$ cat src/rtl/pimsa_pkg.sv
// pimsa_pkg: shared types, codes and defaults for the PIM subarray block.
// No dependencies; imported by every module of the block except pimsa_ram.
package pimsa_pkg;

  localparam int DEF_NUM_ROWS        = 64;
  localparam int DEF_NUM_COLS        = 64;
  localparam int DEF_MAX_ACTIVE_ROWS = 3;
  localparam int DATA_W              = 64;
  localparam int IDX_W               = 8;

  typedef enum logic [2:0] {
    OP_READ_ROW    = 3'd0,
    OP_WRITE_ROW   = 3'd1,
    OP_READ_COL    = 3'd2,
    OP_WRITE_COL   = 3'd3,
    OP_ACTIVATE    = 3'd4,
    OP_MULTI_WRITE = 3'd5,
    OP_SET_ROW     = 3'd6,
    OP_SET_COL     = 3'd7
  } pimsa_op_e;

  typedef enum logic [1:0] {
    STS_OK        = 2'd0,
    STS_ROW_RANGE = 2'd1,
    STS_COL_RANGE = 2'd2,
    STS_ROW_COUNT = 2'd3
  } pimsa_status_e;

  typedef struct packed {
    pimsa_op_e         operation;
    logic [IDX_W-1:0]  index_a;
    logic [IDX_W-1:0]  index_b;
    logic [IDX_W-1:0]  index_c;
    logic              negate_a;
    logic              negate_b;
    logic              negate_c;
    logic [1:0]        row_count;
    logic [DATA_W-1:0] load_bits;
  } pimsa_in_t;

  typedef struct packed {
    pimsa_status_e     status;
    logic [DATA_W-1:0] row_sense_bits;
    logic [DATA_W-1:0] col_sense_bits;
  } pimsa_out_t;

  // controller -> datapath
  typedef struct packed {
    logic load_item;
    logic rd_en;
    logic wr_en;
    logic maj;
    logic load_sense;
    logic out_load;
  } pimsa_cmd_t;

  // datapath -> controller
  typedef struct packed {
    pimsa_op_e     op;
    logic [1:0]    count;
    pimsa_status_e err;
  } pimsa_stat_t;

endpackage

$ cat src/rtl/pimsa_ctrl.sv
// pimsa_ctrl: sequencer for the PIM subarray; issues read/write/majority steps.
// Depends on pimsa_pkg.
module pimsa_ctrl import pimsa_pkg::*; #(
  parameter int NUM_ROWS = DEF_NUM_ROWS
) (
  input  logic                        clk_i,
  input  logic                        rst_ni,
  input  logic                        in_valid_i,
  output logic                        in_ready_o,
  output logic                        out_valid_o,
  input  logic                        out_ready_i,
  input  pimsa_stat_t                 stat_i,
  output pimsa_cmd_t                  cmd_o,
  output logic [$clog2(NUM_ROWS)-1:0] step_o
);

  localparam int ROW_W = $clog2(NUM_ROWS);

  typedef enum logic [6:0] {
    ST_IDLE  = 7'b0000001,
    ST_CHECK = 7'b0000010,
    ST_READ  = 7'b0000100,
    ST_DRAIN = 7'b0001000,
    ST_MAJ   = 7'b0010000,
    ST_WRITE = 7'b0100000,
    ST_DONE  = 7'b1000000
  } state_e;

  state_e           state_q, state_d;
  logic [ROW_W-1:0] step_q, step_d;
  logic             out_valid_q, out_valid_d;
  logic [ROW_W-1:0] rd_last, wr_last, cnt_last;

  assign cnt_last = ROW_W'(stat_i.count - 2'd1);

  always_comb begin
    rd_last = '0;
    if (stat_i.op == OP_READ_COL || stat_i.op == OP_WRITE_COL) begin
      rd_last = ROW_W'(NUM_ROWS - 1);
    end else if (stat_i.op == OP_ACTIVATE) begin
      rd_last = cnt_last;
    end
    wr_last = '0;
    if (stat_i.op == OP_ACTIVATE || stat_i.op == OP_MULTI_WRITE) begin
      wr_last = cnt_last;
    end
  end

  always_comb begin
    state_d    = state_q;
    step_d     = step_q;
    cmd_o      = '0;
    in_ready_o = 1'b0;
    unique case (state_q)
      ST_IDLE: begin
        in_ready_o = 1'b1;
        if (in_valid_i) begin
          cmd_o.load_item = 1'b1;
          state_d         = ST_CHECK;
        end
      end
      ST_CHECK: begin
        step_d = '0;
        if (stat_i.err != STS_OK) begin
          state_d = ST_DONE;
        end else begin
          unique case (stat_i.op)
            OP_READ_ROW, OP_READ_COL, OP_WRITE_COL, OP_ACTIVATE: state_d = ST_READ;
            OP_WRITE_ROW: state_d = ST_WRITE;
            OP_MULTI_WRITE: state_d = (stat_i.count == 2'd0) ? ST_DONE : ST_WRITE;
            OP_SET_ROW, OP_SET_COL: begin
              cmd_o.load_sense = 1'b1;
              state_d          = ST_DONE;
            end
            default: state_d = ST_DONE;
          endcase
        end
      end
      ST_READ: begin
        cmd_o.rd_en = 1'b1;
        if (step_q == rd_last) begin
          state_d = ST_DRAIN;
        end else begin
          step_d = step_q + 1'b1;
        end
      end
      ST_DRAIN: begin
        step_d  = '0;
        state_d = (stat_i.op == OP_ACTIVATE) ? ST_MAJ : ST_DONE;
      end
      ST_MAJ: begin
        cmd_o.maj = 1'b1;
        state_d   = ST_WRITE;
      end
      ST_WRITE: begin
        cmd_o.wr_en = 1'b1;
        if (step_q == wr_last) begin
          state_d = ST_DONE;
        end else begin
          step_d = step_q + 1'b1;
        end
      end
      ST_DONE: begin
        if (!out_valid_q || out_ready_i) begin
          cmd_o.out_load = 1'b1;
          state_d        = ST_IDLE;
        end
      end
      default: state_d = ST_IDLE;
    endcase
  end

  always_comb begin
    out_valid_d = out_valid_q && !out_ready_i;
    if (cmd_o.out_load) begin
      out_valid_d = 1'b1;
    end
  end

  always_ff @(posedge clk_i or negedge rst_ni) begin
    if (!rst_ni) begin
      state_q     <= ST_IDLE;
      step_q      <= '0;
      out_valid_q <= 1'b0;
    end else begin
      state_q     <= state_d;
      step_q      <= step_d;
      out_valid_q <= out_valid_d;
    end
  end

  assign out_valid_o = out_valid_q;
  assign step_o      = step_q;

  a_onehot_state: assert property (@(posedge clk_i) disable iff (!rst_ni)
    $onehot(state_q))
    else $error("state register not one-hot");

  a_accept_to_check: assert property (@(posedge clk_i) disable iff (!rst_ni)
    in_valid_i && in_ready_o |=> state_q == ST_CHECK)
    else $error("accepted beat not followed by check");

  a_no_overwrite: assert property (@(posedge clk_i) disable iff (!rst_ni)
    out_valid_q && !out_ready_i |=> out_valid_q)
    else $error("pending result dropped");

  a_write_step: assert property (@(posedge clk_i) disable iff (!rst_ni)
    state_q == ST_WRITE |-> step_q <= ROW_W'(2))
    else $error("multi-row write step out of range");

endmodule

$ cat config.mk
export PLATFORM = sky130hd
export DESIGN_NAME = pimsa_ctrl
export DESIGN_NICKNAME = d
export VERILOG_FILES = /design/src/rtl/pimsa_pkg.sv /design/src/rtl/pimsa_ctrl.sv
export SDC_FILE = /design/constraint.sdc
export NUM_CORES = 1
export LEC_CHECK = 0
export ABC_CLOCK_PERIOD_IN_PS = 1900
export BUFFER_PORTS_ARGS = -buffer_cell sky130_fd_sc_hd__buf_4
export CAP_MARGIN = 20
export CELL_PAD_IN_SITES_DETAIL_PLACEMENT = 0
export CELL_PAD_IN_SITES_GLOBAL_PLACEMENT = 1
export CORE_MARGIN = 4
export CORE_UTILIZATION = 37
export CTS_BUF_LIST = sky130_fd_sc_hd__clkbuf_8
export DETAILED_ROUTE_END_ITERATION = 6
export PLACE_DENSITY_LB_ADDON = 0.1
export RECOVER_POWER = 25
export SETUP_SLACK_MARGIN = 0.3
export SYNTH_ARGS = -nofsm -noshare
export SYNTH_HDL_FRONTEND = slang
export SYNTH_SLANG_ARGS = --single-unit
$ cat constraint.sdc
create_clock -name clk_i -period 1.9 [get_ports clk_i]
set_clock_uncertainty 0.05 [all_clocks]
set_input_delay 0.095 -clock clk_i [delete_from_list [all_inputs] [get_ports clk_i]]
set_output_delay 0.095 -clock clk_i [all_outputs]
set_load 0.005 [all_outputs]
# After elaboration in Yosys (flattened, before gate mapping)
# Cells that the tools add are included.
# Widths: inputs -> output; s select.
dict set report word_totals {
  out_inout_bits 14
  input_bits 11
  word_cells 69
  reg_bits 14
}
dict set report op_classes {
  n_reduce_logical 15
  add_sub_neg 2
  mux 27
  eq_ne 22
}
# op count
set op_table {}
lappend op_table {{$mux 7} 7}
lappend op_table {{$pmux 7 s7} 1}
lappend op_table {{$mux 6} 5}
lappend op_table {{$pmux 7 s4} 1}
lappend op_table {{$pmux 6 s3} 1}
lappend op_table {{$eq 3x3->1 const B} 4}
lappend op_table {{$eq 6x6->1} 2}
lappend op_table {{$mux 1} 12}
lappend op_table {{$ne 2x2->1 const B} 6}
lappend op_table {{$eq 7x1->1 const B} 1}
lappend op_table {{$eq 7x2->1 const B} 1}
lappend op_table {{$eq 7x3->1 const B} 1}
lappend op_table {{$eq 7x4->1 const B} 1}
lappend op_table {{$eq 7x5->1 const B} 1}
lappend op_table {{$eq 7x6->1 const B} 1}
lappend op_table {{$eq 7x7->1 const B} 1}
lappend op_table {{$add 6x1->6 const B} 1}
lappend op_table {{$eq 3x2->1 const B} 2}
lappend op_table {{$reduce_and 4->1} 1}
lappend op_table {{$reduce_or 2->1} 2}
lappend op_table {{$reduce_or 4->1} 1}
lappend op_table {{$eq 3x1->1 const B} 1}
lappend op_table {{$logic_not 3->1} 1}
lappend op_table {{$logic_or 1x1->1} 3}
lappend op_table {{7 further kinds} 8}

# Longest topological paths before layout
# Gate-level depths: netlist (run 1).
dict set report logic_depth {
  ltp_word 6
  ltp_mapped 8
  ltp_nobuf 8
}

# Worst setup path after synthesis (run 1)
# OpenSTA, ideal clock, no wires.
dict set report synth_path {
  kind {flip-flop to flip-flop}
  start {register state_q[5]}
  end {register state_q[0]}
  n_path_buf 1
  slack_ns -0.192
  path_stages_with_launch 8
  setup_time_ns 0.096
  synth_period_minus_slack_ns 2.092
  t_required_ns 1.754
  arrival_time_ns 1.946
  cell_sequence {dfrtp_1 -> buf_6 -> or3_1 -> or3_1 -> or3b_4 -> or3_4 -> nand3_2 -> mux2i_1}
}
dict set report synth_via {
  elab_chain_cells 3
  elab_cells_between_ends 13
  cone_classes {eq/ne (11); mux (1); reduce/logical (1)}
}
# element line_no
set synth_rtl {}
lappend synth_rtl {{start, declared} pimsa_ctrl.sv:29} ;# state_e state_q, state_d;
lappend synth_rtl {{start signal, assigned} pimsa_ctrl.sv:126} ;# state_q <= state_d;
lappend synth_rtl {{$eq 7x7->1 (tied with other cells)} pimsa_ctrl.sv:54} ;# unique case (state_q)
lappend synth_rtl {{$ne 2x2->1 (no source line)} --}
lappend synth_rtl {{$reduce_and 4->1 (no source line)} --}
# Several ways; a longest one is shown, not always the timed one.
# A chain may end at the register's enable or synchronous reset.

==> results of run 1 <==
-- area by class of cell --
class	count	area [um2]
multi-input cells	96	791
flip-flops and latches	14	352
inverters	8	30.0
clock buffers	4	55.1
repair buffers	63	484
well taps	31	38.8
fillers	247	1010
-- timing repair --
item                                    CTS  global route
hold buffers                              3             0
setup buffers                             9             3
gates resized for setup                  16             5
endpoints found under the setup margin   18            21
endpoints found under the hold margin    16             0
pin swaps                                 8             2
-- cell families (layout without fill, tap and decap cells) --
group	Yosys count	in the layout	synth area share
buffers and inverters	12	75	0.0574
DFF	14	14	0.329
xor gates and xnor gates	3	3	0.0246
AOI/OAI and AO/OA	30	30	0.189
and+or+nand+nor	58	58	0.349
muxes	3	3	0.0281
adders and majority gates	2	2	0.0234
-- state kept, by name, summed over array words and instances, names as in the netlist --
signal       cells
state_q          7
step_o           6
out_valid_o      1
-- cell usage after synthesis (3+ instances only) --
master,number
a211o_1,3
inv_1,8
nor2_1,4
or3_1,3
nand3_1,6
mux2i_1,3
and3_1,5
nand2_1,9
a21oi_1,7
dfrtp_1,13
nand2b_1,4
o21ai_0,7
nor2b_1,5
-- layer usage --
layer / track usage / vias up / wire length, um
met5: 0 / - / 0
met4: 0.0273 / 0 / 10
met3: 0.0434 / 2 / 147
met2: 0.302 / 26 / 1560
met1: 0.217 / 557 / 1320
li1: - / 575 / -
-- worst max-delay path by stage --
stage                          start    endpoint  slack (ns)  depth (start not counted)
after CTS                 state_q[5]    cmd_o[0]       -0.32                          6
after global placement     stat_i[3]   step_o[2]       -0.21                          9
after global routing      state_q[4]    cmd_o[0]       -0.35                          6
after detailed placement   stat_i[3]   step_o[4]       -0.27                          9
final                     state_q[5]    cmd_o[0]       -0.32                          6
after floorplan           state_q[5]  state_q[0]       -0.19                          7
-- worst max-delay path, cell delays in order, from the launching register on --
cell	delay, ns
dfrtp_1	0.37
or3_1	0.39
or3_4	0.34
or3b_4	0.39
buf_6	0.13
a21oi_2	0.09
buf_4	0.11
-- per-stage QoR --
stage          setup TNS, ns  instance area [um2]  power [uW]  utilization
3_3_place_gp           -1.40                 1490        1010        0.540
4_1_cts                -1.77                 1710        1440        0.619
3_5_place_dp           -1.78                 1490        1030        0.540
2_1_floorplan         -0.504                 1120         741            -
6_report               -1.99                 1750        1470        0.635
5_1_grt                -2.88                 1750        1580        0.635
-- power by group --
group / switching (uW) / internal, uW / total, uW
clock: 111 / 184 / 295
combinational: 337 / 438 / 775
sequential: 43.5 / 355 / 398
==> flow_metrics.env, run 1 <==
export IMPL_vias=1160
export IMPL_post_synth_num_cell_types=46
export IMPL_place_inst=197
export IMPL_postSynthNetCount=135
export IMPL_area_growth_pct=63.8
export IMPL_critPathMaxFanout=2
export IMPL_critPathKind="reg2out"
export IMPL_worstSetupStartpointType="flip-flop"
export IMPL_power_per_cell_area_nw_per_um2=839
export IMPL_rr_worst_depth=6
export IMPL_violations="negative setup slack"
export IMPL_grt_pass1_vias=1119
export IMPL_stdcell_count=216
export IMPL_yosysWarnings=0
export IMPL_worst_hold_path_endpoint="state_q[4]"
export IMPL_r2r_end="state_q[0]"
export IMPL_rsz0062_at_grt="true"
export IMPL_die_h_um=61.7
export IMPL_holdPathStages=3
export IMPL_synth_edf_count=0
export IMPL_rows=19
export IMPL_grt_usage=0.172
export IMPL_maxCapViolCount=0
export IMPL_clk_latency_ns=0.25
export IMPL_arrival_ns=2.07
export IMPL_drtIter0Drc=31
export IMPL_syn_cell_area_um2=1070
export IMPL_syn_inst=122
export IMPL_drcViolationCount=0
export IMPL_hold_ws_ns=0.159
export IMPL_antenna_found_initial=0
export IMPL_p_leak_uw=0.000869
export IMPL_htree_levels=1
export IMPL_grt_pass1_wl_mm=4.89
export IMPL_dieArea_um2=3810
export IMPL_clkTransAtPathRegs_ns=0.06
export IMPL_drtAntennaViolNets=0
export IMPL_post_route_cells_drive_above_1_share=0.508
export IMPL_finalWorstSetupSlack_ns=-0.318
export IMPL_final_nets=199
export IMPL_yosysTopAreaCellShare=0.304
export IMPL_wire_per_inst_um=14.1
export IMPL_yosysSeqAreaShare=0.329
export IMPL_pin_count=25
export IMPL_ir_drop_mv=0.749
export IMPL_port_buffers=24
export IMPL_r2r_setup_slack_ns=-0.20
export IMPL_layout_common_cells="buf_4, dfrtp_1, nand2_1"
export IMPL_yosysTopAreaCell="dfrtp_1"
export IMPL_outcome="complete, but fails checks"
export IMPL_fp_coreArea_um2=2760
export IMPL_holdCritPathClass="in2reg"
export IMPL_cts_root_buffer="clkbuf_8"
export IMPL_final_max_slew_viol_count=0
export IMPL_grt_overflow=0
export IMPL_setup_violations=13
export IMPL_cp_end_kind="output port"
export IMPL_min_from="stat_i[4]"
export IMPL_worstPathRequired_ns=1.75
export IMPL_synth_seq_cells=14
export IMPL_die_w_um=61.7
export IMPL_reg2reg_from="state_q[5]"
export IMPL_syn_avg_cell_area_um2=8.76
export IMPL_tightest_slew_ns=0.832
export IMPL_start_util=0.387
export IMPL_drt_vias_per_instance=5.37
export IMPL_first_pass_iters=4
export IMPL_max_slew_margin_rel=0.445
export IMPL_dp_slack_ns=-0.268
export IMPL_layout_commonest_cell="buf_4"
export IMPL_hpwl_mm=2.21
export IMPL_fmax_mhz=451
export IMPL_wl_mm=3.04
export IMPL_cts_buffer_depth=2
export IMPL_numCtsBuffers=3
export IMPL_grt_max_degree=15
export IMPL_netlist_top_cells_area="dfrtp_1, a21oi_1, o21ai_0"
export IMPL_tritoncts="done"
export IMPL_clock_sinks=14
export IMPL_finalHoldViolCount=0
export IMPL_fin_crit_sh=1.17
export IMPL_fin_crit_ns=2.22
export IMPL_synth_top_flop_cell="dfrtp_1"
export IMPL_async_reset_ff_frac=1.00
export IMPL_antenna_cells=0
export IMPL_place_congestion=0.779
Note: power is estimated with default switching activity, not from simulation.
==> run 2, diff against run 1 <==
- ABC_CLOCK_PERIOD_IN_PS: 1900 -> 2200
- CORE_UTILIZATION: 37 -> 41
- PLACE_DENSITY: not set -> 0.92
- PLACE_DENSITY_LB_ADDON: 0.1 -> not set
- clock period: 1.9 -> 2.2 ns (I/O delays scaled with it)
==> run 2 against run 1 <==
  * The run now ends clean
  * Routed wire length down 3.9%
  * Register-to-register slack better by 0.28 ns
  * Die area is 8.5% lower
  * Highest routed layer unchanged
  * Non-clock buffer count decreased by 17
  * Clock power down 13%
  * Sequential power fell by 12%
  * Critical endpoint unchanged
  * First-iteration DRC count is 55% lower
  * Final area is 4.1% lower
  * Sequential share of layout area is 0.94 points higher
==> flow_metrics.env, run 2 (same netlist as run 1, synthesis figures left out) <==
export IMPL_final_max_slew_viol_count=0
export IMPL_cts_root_buffer="clkbuf_8"
export IMPL_clkTransAtPathRegs_ns=0.06
export IMPL_largest_reg_flops=7
export IMPL_rows=18
export IMPL_power_switching_share=0.355
export IMPL_die_h_um=59.1
export IMPL_layout_common_cells="buf_4, dfrtp_1, nand2_1"
export IMPL_power_per_cell_area_nw_per_um2=716
export IMPL_pwr_share_seq=0.290
export IMPL_multi_input_area_um2=841
export IMPL_r2r_setup_slack_ns=0.08
export IMPL_arrival_ns=1.96
export IMPL_place_inst=185
export IMPL_crit_chain="or3_1 > or3_4 > or3b_4 > a21oi_2 > buf_4"
export IMPL_worstPathRequired_ns=2.04
export IMPL_top_register="state_q"
export IMPL_regArea_um2=353
export IMPL_drtAntennaViolNets=0
export IMPL_switching_power_uw=427
export IMPL_post_route_cells_drive_above_1_share=0.506
export IMPL_finalHoldViolCount=0
export IMPL_clkPwrFrac=0.214
export IMPL_p_leak_uw=0.000789
export IMPL_finalWorstSetupSlack_ns=0.0784
export IMPL_drt_vias_per_instance=5.51
export IMPL_area_growth_pct=57.0
export IMPL_wl_mm=2.92
export IMPL_rr_worst_depth=6
export IMPL_fin_crit_ns=2.12
export IMPL_place_congestion=0.782
export IMPL_hold_ws_ns=0.0254
export IMPL_fin_setup_tns_ns=0
export IMPL_critPathMaxStageDelay_ns=0.39
export IMPL_worstSetupStartpointType="flip-flop"
export IMPL_critPathKind="reg2out"
export IMPL_drcViolationCount=0
export IMPL_antenna_cells=0
export IMPL_wire_per_inst_um=14.8
export IMPL_cp_end_kind="output port"
export IMPL_nFillCells=203
export IMPL_hpwl_mm=2.08
export IMPL_tritoncts="done"
export IMPL_ir_drop_mv=0.624
export IMPL_stdcell_count=198
export IMPL_combPwrFrac=0.495
export IMPL_critPathTopFamily="simple AND/OR/NAND/NOR gates"
export IMPL_maxCapViolCount=0
export IMPL_max_slew_margin_rel=0.484
export IMPL_holdCritPathClass="in2reg"
export IMPL_cts_buffer_depth=2
export IMPL_clk_latency_ns=0.25
export IMPL_grt_pass1_vias=1059
export IMPL_grt_max_degree=15
export IMPL_antenna_found_initial=0
export IMPL_cp_num_buf_inv=1
export IMPL_reg2reg_from="state_q[2]"
export IMPL_rsz0062_at_grt="true"
export IMPL_p_int_uw=775
export IMPL_final_nets=182
export IMPL_fmax_mhz=471
export IMPL_cp_slowest_cell="or3b_4"
export IMPL_grt_pass1_wl_mm=4.84
export IMPL_grt_overflow=0
export IMPL_holdPathStages=2
export IMPL_htree_levels=1
export IMPL_first_pass_iters=4
export IMPL_start_util=0.431
export IMPL_pin_count=25
export IMPL_layout_commonest_cell="buf_4"
export IMPL_setup_violations=0
export IMPL_vias=1091
export IMPL_post_route_util=0.677
export IMPL_fp_coreArea_um2=2480
export IMPL_critPathMaxFanout=3
export IMPL_clock_sinks=14
export IMPL_r2r_end="state_q[0]"
export IMPL_port_buffers=24
export IMPL_dp_slack_ns=0.0448
export IMPL_drtIter0Drc=14
export IMPL_tightest_slew_ns=0.774
export IMPL_min_from="out_ready_i"
export IMPL_worst_hold_path_endpoint="out_valid_o"
export IMPL_dieArea_um2=3490
export IMPL_die_w_um=59.1
export IMPL_numCtsBuffers=3
export IMPL_grt_usage=0.184
export IMPL_fin_crit_sh=0.964
export IMPL_outcome="finished, final reports clean"
-- run 2: final cells by class --
| cell class | instances | area share |
|---|---|---|
| Inverter | 8 | 0.0179 |
| Sequential cell | 14 | 0.210 |
| Clock buffer | 4 | 0.0328 |
| Timing Repair Buffer | 46 | 0.216 |
| Multi-Input combinational cell | 96 | 0.501 |
| Tap cell | 30 | 0.0224 |
-- run 2: worst reg2reg max path, cell delays in order, from the launching register on --
cell,delay [ns]
dfrtp_1,0.37
or3_1,0.38
or3_4,0.34
or3b_4,0.39
or3_4,0.36
nand3_2,0.08
mux2i_1,0.06
-- run 2: metal layers --
metal,share of wire,track usage,vias to the layer above
met3,0.039,0.0414,5
met1,0.42,0.216,524
met4,0.0092,0.0485,0
met5,0,0,-
li1,-,-,541
met2,0.53,0.333,21
-- run 2: through the flow --
stage	power [uW]	area, um2
4_1_cts	1180	1610
3_3_place_gp	837	1400
2_1_floorplan	639	1120
5_1_grt	1290	1680
6_report	1200	1680
3_5_place_dp	849	1400
-- run 2: worst max path at each step --
stage,cells past startpoint,to,startpoint
floorplan,7,state_q[0],state_q[5]
global placement,6,state_q[0],state_q[2]
detailed placement,9,step_o[1],stat_i[2]
CTS,5,cmd_o[0],state_q[2]
global route,5,cmd_o[0],state_q[2]
finish,5,cmd_o[0],state_q[2]
-- run 2: power by group through the flow --
stage                     sequential (uW)  combinational (uW)  clock [uW]
after floorplan                       361                 279           0
after global placement                347                 490           0
after detailed placement              348                 501           0
after CTS                             348                 567         265
after global routing                  356                 653         278
final                                 349                 595         258
-- run 2: what timing repair did --
action	in CTS	in global routing
hold endpoints to repair	15	0
resized for setup	22	12
pin swaps	9	2
hold buffers	2	0
endpoints found under the setup margin	13	16
buffers inserted	6	1
